==> config.mk <==
export PLATFORM = sky130hd
export DESIGN_NAME = button_debounce_tap_hold
export DESIGN_NICKNAME = d
export VERILOG_FILES = /design/src/rtl/bdth_pkg.sv /design/src/rtl/bdth_lane.sv /design/src/rtl/bdth_merge.sv /design/src/rtl/button_debounce_tap_hold.sv
export SDC_FILE = /design/constraint.sdc
export NUM_CORES = 1
export LEC_CHECK = 0
export BUFFER_PORTS_ARGS = -buffer_cell sky130_fd_sc_hd__buf_2
export CORE_MARGIN = 2
export CORE_UTILIZATION = 30
export CTS_BUF_LIST = sky130_fd_sc_hd__clkbuf_16
export CTS_CLUSTER_SIZE = 40
export DETAILED_ROUTE_END_ITERATION = 10
export HOLD_SLACK_MARGIN = 0.03
export SLEW_MARGIN = 20
export SYNTH_ARGS = -nofsm -noshare
export SYNTH_HDL_FRONTEND = slang
export SYNTH_SLANG_ARGS = --single-unit
==> constraint.sdc <==
create_clock -name i_clk -period 7.9 [get_ports i_clk]
set_input_delay 0.395 -clock i_clk [delete_from_list [all_inputs] [get_ports i_clk]]
set_output_delay 0.395 -clock i_clk [all_outputs]
set_load 0.02 [all_outputs]
==> src/rtl/bdth_pkg.sv <==
package bdth_pkg;

    localparam int NUM_BUTTONS = 3;
    localparam int LEVEL_BITS  = 3;
    localparam int CODE_W      = 3;
    localparam int TIME_W      = 32;
    localparam int MS_W        = 16;
    localparam int CFG_DATA_W  = 16;
    localparam int CFG_ADDR_W  = 2;

    typedef logic [CODE_W-1:0] t_code;

    localparam t_code EV_NONE = 3'd0;
    localparam t_code EV_HOLD = 3'd4;

    typedef enum logic [CFG_ADDR_W-1:0] {
        CFG_DEBOUNCE    = 2'd0,
        CFG_LONG_PRESS  = 2'd1,
        CFG_ACTIVE_HIGH = 2'd2,
        CFG_HOLD_MASK   = 2'd3
    } t_cfg_idx;

    typedef struct packed {
        logic [MS_W-1:0] debounce_ms;
        logic [MS_W-1:0] long_press_ms;
    } t_cfg;

    typedef struct packed {
        logic              last_level;
        logic              stable_level;
        logic              hold_reported;
        logic [TIME_W-1:0] change_time;
        logic [TIME_W-1:0] press_time;
    } t_btn_state;

    // Tap code of a button: its index plus one, kept to the code width
    function automatic t_code tap_code(input int idx);
        return CODE_W'(idx + 1);
    endfunction

endpackage

==> src/rtl/bdth_lane.sv <==
module bdth_lane (
    input  logic               i_func,
    input  logic               i_level,
    input  logic [31:0]        i_now_ms,
    input  bdth_pkg::t_btn_state i_state,
    input  bdth_pkg::t_cfg     i_cfg,
    input  logic               i_hold_en,
    input  bdth_pkg::t_code    i_tap_code,
    output bdth_pkg::t_btn_state o_state,
    output bdth_pkg::t_code    o_code
);
    import bdth_pkg::*;

    logic              changed;
    logic              deb_ok;
    logic              settle;
    logic              new_press;
    logic              tap;
    logic              press_ok;
    logic [TIME_W-1:0] change_diff;
    logic [TIME_W-1:0] press_diff;

    assign change_diff = i_now_ms - i_state.change_time;
    assign press_diff  = i_now_ms - i_state.press_time;

    always_comb begin
        changed = (i_level != i_state.last_level);
        // a fresh change has zero elapsed time
        deb_ok  = changed ? (i_cfg.debounce_ms == '0)
                          : (change_diff >= TIME_W'(i_cfg.debounce_ms));
        settle    = deb_ok && (i_level != i_state.stable_level);
        new_press = settle && i_level;
        tap       = settle && !i_level && !i_state.hold_reported;
        press_ok  = new_press ? (i_cfg.long_press_ms == '0)
                              : (press_diff >= TIME_W'(i_cfg.long_press_ms));

        o_state = i_state;
        o_code  = EV_NONE;
        if (changed) begin
            o_state.last_level  = i_level;
            o_state.change_time = i_now_ms;
        end
        if (settle) begin
            o_state.stable_level = i_level;
            if (i_level) begin
                o_state.press_time    = i_now_ms;
                o_state.hold_reported = 1'b0;
            end
        end
        if (tap) begin
            o_code = i_tap_code;
        end else if (o_state.stable_level && !o_state.hold_reported && i_hold_en
                     && press_ok) begin
            o_state.hold_reported = 1'b1;
            o_code                = EV_HOLD;
        end

        if (i_func) begin
            o_state.last_level    = i_level;
            o_state.stable_level  = i_level;
            o_state.hold_reported = 1'b0;
            o_state.change_time   = i_now_ms;
            o_state.press_time    = i_level ? i_now_ms : '0;
            o_code                = EV_NONE;
        end
    end

endmodule

==> src/rtl/bdth_merge.sv <==
module bdth_merge (
    input  logic [bdth_pkg::NUM_BUTTONS-1:0][bdth_pkg::CODE_W-1:0] i_codes,
    output logic [bdth_pkg::NUM_BUTTONS-1:0]                       o_commit,
    output bdth_pkg::t_code                                        o_code
);
    import bdth_pkg::*;

    logic found;

    // first lane with an event wins; lanes after it keep their state
    always_comb begin
        found    = 1'b0;
        o_code   = EV_NONE;
        o_commit = '0;
        for (int i = 0; i < NUM_BUTTONS; i++) begin
            o_commit[i] = !found;
            if (!found && i_codes[i] != EV_NONE) begin
                found  = 1'b1;
                o_code = i_codes[i];
            end
        end
    end

endmodule

==> src/rtl/button_debounce_tap_hold.sv <==
// Debouncer for a row of buttons with tap and long-press events. Each item
// carries the raw levels and a millisecond timestamp; func 1 loads the state
// from the levels, func 0 runs one update and yields one event code (0 none,
// button index + 1 for a tap, 4 for a hold). The block takes one item per
// clock while the output is drained: one lane per button evaluates its
// debounce and hold timers in the same cycle, a priority merge keeps the
// first event and the result sits in an output register in the cycle after
// acceptance. A new item is taken whenever that register is empty or being
// emptied. Write configuration only while no item is in flight.
module button_debounce_tap_hold (
    input  logic                             i_clk,
    input  logic                             i_rst_n,
    input  logic                             i_cfg_we,
    input  logic [bdth_pkg::CFG_ADDR_W-1:0]  i_cfg_addr,
    input  logic [bdth_pkg::CFG_DATA_W-1:0]  i_cfg_wdata,
    input  logic                             i_in_valid,
    output logic                             o_in_ready,
    input  logic                             i_func,
    input  logic [bdth_pkg::LEVEL_BITS-1:0]  i_raw_levels,
    input  logic [31:0]                      i_now_ms,
    output logic                             o_out_valid,
    input  logic                             i_out_ready,
    output logic [bdth_pkg::CODE_W-1:0]      o_event_code
);
    import bdth_pkg::*;

    t_cfg                   r_cfg;
    logic                   r_active_high;
    logic [LEVEL_BITS-1:0]  r_hold_mask;
    t_btn_state             r_state [NUM_BUTTONS];
    t_btn_state             n_state [NUM_BUTTONS];
    logic                   r_out_valid;
    t_code                  r_event;

    logic [NUM_BUTTONS-1:0]             lane_level;
    logic [NUM_BUTTONS-1:0]             lane_hold_en;
    logic [NUM_BUTTONS-1:0][CODE_W-1:0] lane_code;
    logic [NUM_BUTTONS-1:0]             commit;
    logic [NUM_BUTTONS-1:0]             hold_vec;
    t_code                              merged_code;
    logic                               in_fire;

    assign o_in_ready   = !r_out_valid || i_out_ready;
    assign in_fire      = i_in_valid && o_in_ready;
    assign o_out_valid  = r_out_valid;
    assign o_event_code = r_event;

    always_ff @(posedge i_clk) begin
        if (!i_rst_n) begin
            r_cfg.debounce_ms   <= MS_W'(50);
            r_cfg.long_press_ms <= MS_W'(800);
            r_active_high       <= 1'b0;
            r_hold_mask         <= LEVEL_BITS'(4);
        end else if (i_cfg_we) begin
            unique case (t_cfg_idx'(i_cfg_addr))
                CFG_DEBOUNCE:    r_cfg.debounce_ms   <= i_cfg_wdata[MS_W-1:0];
                CFG_LONG_PRESS:  r_cfg.long_press_ms <= i_cfg_wdata[MS_W-1:0];
                CFG_ACTIVE_HIGH: r_active_high       <= i_cfg_wdata[0];
                CFG_HOLD_MASK:   r_hold_mask         <= i_cfg_wdata[LEVEL_BITS-1:0];
                default: ;
            endcase
        end
    end

    genvar g;
    generate
        for (g = 0; g < NUM_BUTTONS; g++) begin : g_lane
            if (g < LEVEL_BITS) begin : g_pin
                assign lane_level[g]   = i_raw_levels[g] ^ !r_active_high;
                assign lane_hold_en[g] = r_hold_mask[g];
            end else begin : g_nopin
                assign lane_level[g]   = !r_active_high;
                assign lane_hold_en[g] = 1'b0;
            end

            bdth_lane u_lane (
                .i_func     (i_func),
                .i_level    (lane_level[g]),
                .i_now_ms   (i_now_ms),
                .i_state    (r_state[g]),
                .i_cfg      (r_cfg),
                .i_hold_en  (lane_hold_en[g]),
                .i_tap_code (tap_code(g)),
                .o_state    (n_state[g]),
                .o_code     (lane_code[g])
            );

            assign hold_vec[g] = r_state[g].hold_reported;

            always_ff @(posedge i_clk) begin
                if (!i_rst_n) begin
                    r_state[g] <= '0;
                end else if (in_fire && commit[g]) begin
                    r_state[g] <= n_state[g];
                end
            end
        end
    endgenerate

    bdth_merge u_merge (
        .i_codes  (lane_code),
        .o_commit (commit),
        .o_code   (merged_code)
    );

    always_ff @(posedge i_clk) begin
        if (!i_rst_n) begin
            r_out_valid <= 1'b0;
        end else if (in_fire) begin
            r_out_valid <= 1'b1;
        end else if (i_out_ready) begin
            r_out_valid <= 1'b0;
        end
    end

    always_ff @(posedge i_clk) begin
        if (in_fire) begin
            r_event <= merged_code;
        end
    end

    a_fire_gives_result: assert property (@(posedge i_clk) disable iff (!i_rst_n)
        in_fire |=> r_out_valid)
        else $error("accepted item produced no result");

    a_init_no_event: assert property (@(posedge i_clk) disable iff (!i_rst_n)
        (in_fire && i_func) |=> (r_event == EV_NONE && hold_vec == '0))
        else $error("initialize item produced an event or kept a hold flag");

    // a re-press can clear and set the same flag on one item, so only
    // require that some flag is set after a hold event
    a_hold_sets_flag: assert property (@(posedge i_clk) disable iff (!i_rst_n)
        (in_fire && !i_func) |=> (r_event != EV_HOLD || hold_vec != '0))
        else $error("hold event without a hold flag set");

    a_single_hold: assert property (@(posedge i_clk) disable iff (!i_rst_n)
        (in_fire && !i_func) |=> $countones(hold_vec & ~$past(hold_vec)) <= 1)
        else $error("more than one hold flag set by one item");

endmodule

==> summary.md <==
For the total placed instance area, the log shows 24600 µm². The mean routed wirelength per cell was 19.6 µm. The worst hold path begins at i_in_valid.

The area of the die is 79200 µm². The total half-perimeter wirelength after legalization and detailed placement is 61000 µm, and the total number of H-tree levels is 1. Based on the critical path, the design can be clocked at up to 150 MHz. The data required time at the worst endpoint came out at 8.10 ns. The first routing iteration left 1757 violations.

For the relative max-transition margin, the log shows 23.1%. Of all cell types, the one taking the most synthesized area is sky130_fd_sc_hd__edfxtp_1. In the final design database the tool counted 3209 nets. STA classifies the critical path startpoint as a flip-flop. The largest net degree at the start of global routing is 37. The worst path uses 84.7% of the clock period. The class of the tightest hold or removal check was in -> reg. The synthesized design devotes to its leading area cell type 26.5% of total area. Across the run, the number of max-cap violations was 0. The largest single stage delay on the critical path is 0.54 ns. TritonCTS built the clock tree. Category of the critical setup timing path: reg -> reg. Together, buffers and inverters on the worst path number 2. The tools report the total clock buffers created by CTS as 27. The commonest non-fill, non-tap cell in the layout was sky130_fd_sc_hd__inv_1. The worst register-to-register path ends at r_state[1][39]. The CTS root buffer was sky130_fd_sc_hd__clkbuf_16. The routed design uses 34600 µm of met2 wire. For the worst flop-to-flop path, the logic depth is 22.

Final number of setup-violating endpoints: 0. Setup repair after global routing left no endpoint under its margin. Clock-pin slew was measured on the worst setup and hold paths at 0.07 ns.

In this run the power density over the cells is 189 nW/µm². The clock arrives with 0.0201 ns of skew. The core region is 76100 µm². For the hold violation count in the final report, the log shows 0. In the global route stage, overall resource usage came out at 19.0%. The proportion of register bits with asynchronous set or reset after synthesis is 0%.

The top cell types in the final layout, fill and taps aside, are sky130_fd_sc_hd__inv_1 (309), sky130_fd_sc_hd__ha_1 (282), sky130_fd_sc_hd__nand2_1 (277), sky130_fd_sc_hd__nor2_1 (271), sky130_fd_sc_hd__a21oi_1 (263). The largest fanout on the critical path came out at 36. Cells with a size suffix above 1 make up 5.97% of the layout. For the max-slew violation count, the log shows 0. The first detailed-routing pass ran for 6 iterations.

The run gives 0.954 as the weighted congestion reported at the end of routability-driven placement. The logs give 0 for the initial antenna violation count and 29.8% for the fraction of the yosys area taken by sequential cells. The final design instance area without fill is 25500 µm². VDD sags by at most 0.122 mV.

The tools report the total via count after detailed routing as 21100. In this run the static leakage power is 10.5 nW. Highest layer used for signal routing: met4. When the netlist entered floorplanning its net count stood at 3189.

For the pin with the worst max-slew slack, the measured transition is 1.14 ns. The average instance in the mapped netlist occupies 8.12 µm². The CTS sink count was 241; the hold slack was 0.0779 ns.

After floorplanning, the core was divided into 101 placement rows. Yosys warning count: 0. The run finished with clean final reports.

Once the clock tree was built, the setup fixing pass inserted 0 buffers. The first global-routing pass estimated 116000 µm of wire. After layout, the minimum clock period comes to 6.69 ns. In this run, synthesis inferred 204 flip-flops with an integrated enable. The antenna diode count is 0. End point of the most critical hold path: o_out_valid. STA classifies the critical path endpoint as a flip-flop. The tools report the number of global-route vias before repair as 20000. The die is 281 µm tall. Once the clock tree was built, the resizer swapped 0 gates to a different size. Summing every instance area after synthesis gives 23100 µm². The count of state elements after synthesis works out to 241. In the synthesized netlist the dominant register cell turns out to be sky130_fd_sc_hd__edfxtp_1. For this block, wires on met1 add up to 35200 µm.

The routed via count divided by cell count was 5.40. The cell count after synthesis came out at 2842. After detailed routing, the number of remaining DRC violations is 0. The die boundary width was 281 µm. The signal on the critical path passes through ha_1 -> fa_1 -> nor2b_1 -> o2111ai_1 -> a211oi_2 -> a21o_1 -> xor2_1 -> ha_1 -> a21oi_1 -> nand2_1 -> a22oi_1 -> o21ai_0 -> or4b_1 -> nor4_1 -> and3_1 -> nand4b_1 -> and4_4 -> a32oi_2 -> nand2_1 -> buf_4 -> o21ai_4 -> buf_4.

The tools report the arrival time reported for the critical path endpoint as 6.89 ns. The total wirelength of the detailed-routed design came out at 76800 µm. The run gives 3 as the largest buffer count on any clock path. On the critical path, the stage with the largest delay is an instance of sky130_fd_sc_hd__or4b_1. The family with the most delay on the worst path was simple AND/OR/NAND/NOR gates. The tools report the initial standard-cell utilization of the core as 30.3%.

Setup slack on the worst reg-to-reg path comes out at 1.21 ns. The insertion delay to the later sink of the worst-skew pair was 0.56 ns; the cell count of the worst hold path was 3. The number of buffer cells added on primary ports is 63. Synthesis-to-finish area growth: 10.5%.

The count of nets left with antenna violations once routing finished came out at 0. Adding up every negative setup slack in the final design gives 0 ns. By area the synthesized netlist is led by sky130_fd_sc_hd__edfxtp_1 (27%), sky130_fd_sc_hd__ha_1 (15%), sky130_fd_sc_hd__a21oi_1 (5.7%), sky130_fd_sc_hd__inv_1 (5.0%), sky130_fd_sc_hd__nand2_1 (4.5%). The count of unique library cells instantiated by Yosys came out at 83.

Buffers inserted to repair hold after CTS numbered 0. Global routing finished with a remaining overflow of 0. The number of primary I/O pins is 64, and the length of routed met3 wiring is 4420 µm.

The worst register-to-register path begins at r_state[0][32].
[Yosys cell counts (23+ instances only)]
master	instances
sky130_fd_sc_hd__o21ai_0	149
sky130_fd_sc_hd__a211oi_1	46
sky130_fd_sc_hd__nand2b_1	29
sky130_fd_sc_hd__clkbuf_1	87
sky130_fd_sc_hd__dfxtp_1	37
sky130_fd_sc_hd__nand2_1	277
sky130_fd_sc_hd__nor4_1	31
sky130_fd_sc_hd__o21a_1	50
sky130_fd_sc_hd__inv_1	306
sky130_fd_sc_hd__a21o_1	61
sky130_fd_sc_hd__nor2_1	273
sky130_fd_sc_hd__ha_1	282
sky130_fd_sc_hd__nand3_1	64
sky130_fd_sc_hd__nand4_1	53
sky130_fd_sc_hd__o211ai_1	36
sky130_fd_sc_hd__a21oi_1	264
sky130_fd_sc_hd__a31oi_1	23
sky130_fd_sc_hd__edfxtp_1	204
sky130_fd_sc_hd__and2_1	49
sky130_fd_sc_hd__nor2b_1	23
sky130_fd_sc_hd__nor3_1	76
sky130_fd_sc_hd__xor2_1	41
sky130_fd_sc_hd__xnor2_1	89
[cell families after synthesis]
kind of cell | Yosys count | share of synthesized area (%)
AND/OR/NAND/NOR | 959 | 19.7
AO/OA/AOI/OAI | 802 | 22.2
buffers and inverters | 400 | 6.54
adder cells (fa/ha/maj) | 288 | 15.8
flip-flops | 241 | 29.8
XOR/XNOR | 131 | 5.00
multiplexers | 21 | 0.949
[worst min-delay path, delay by kind of cell]
family,cells,cell delay [ns]
buffers and inverters,2,0.14
AOI/OAI and AO/OA,1,0.05
[power breakdown]
part	leakage (nW)	switching [mW]	internal (mW)	total [mW]
logic	7.60	1.23	0.756	1.98
registers	2.48	0.0420	1.50	1.54
clock network	0.448	0.576	0.734	1.31
[layer usage]
layer | up-vias | track usage, %
met2 | 605 | 30.9
met4 | 0 | 6.27
met3 | 106 | 2.19
met5 | - | 0
li1 | 10300 | -
met1 | 10100 | 26.3
[cell type report]
cell class                      count  area (µm²)
Inverter                          306        1150
Multi-Input combinational cell   2201       14800
Timing Repair Buffer               85         505
Clock buffer                       27         676
Tap cell                         1030        1290
Clock inverter                     22         224
Fill cell                        8042       50600
Sequential cell                   241        6870
[worst max-delay path by stage]
| stage | startpoint | to | slack, ns | depth (start not counted) |
|---|---|---|---|---|
| final | r_state[0][32] | r_state[1][39] | 1.21 | 22 |
| after global routing | r_state[0][32] | r_state[1][39] | 0.89 | 22 |
| after CTS | r_state[0][32] | r_state[1][50] | 1.38 | 22 |
| after detailed placement | i_now_ms[1] | r_state[1][36] | 0.99 | 23 |
| after global placement | i_now_ms[1] | r_state[1][36] | 0.99 | 23 |
| after floorplan | i_now_ms[0] | r_state[2][0] | 0.47 | 24 |
[per-stage QoR]
stage	setup WS (ns)	util, %	std cells	power, mW
4_1_cts	1.38	33.5	3912	4.83
5_1_grt	0.888	33.5	3912	5.13
3_3_place_gp	0.994	32.3	3863	3.50
3_5_place_dp	0.994	32.3	3863	3.51
2_1_floorplan	0.468	-	2842	2.97
6_report	1.21	33.5	3912	4.83
[sequential cells by signal (all words and copies together), names as in the netlist]
signal and count:
lane_hold_en 3, o_event_code 3, r_cfg 32, o_out_valid 1, r_active_high 1, r_state 201
No activity file was read; power rests on OpenSTA's default activity.
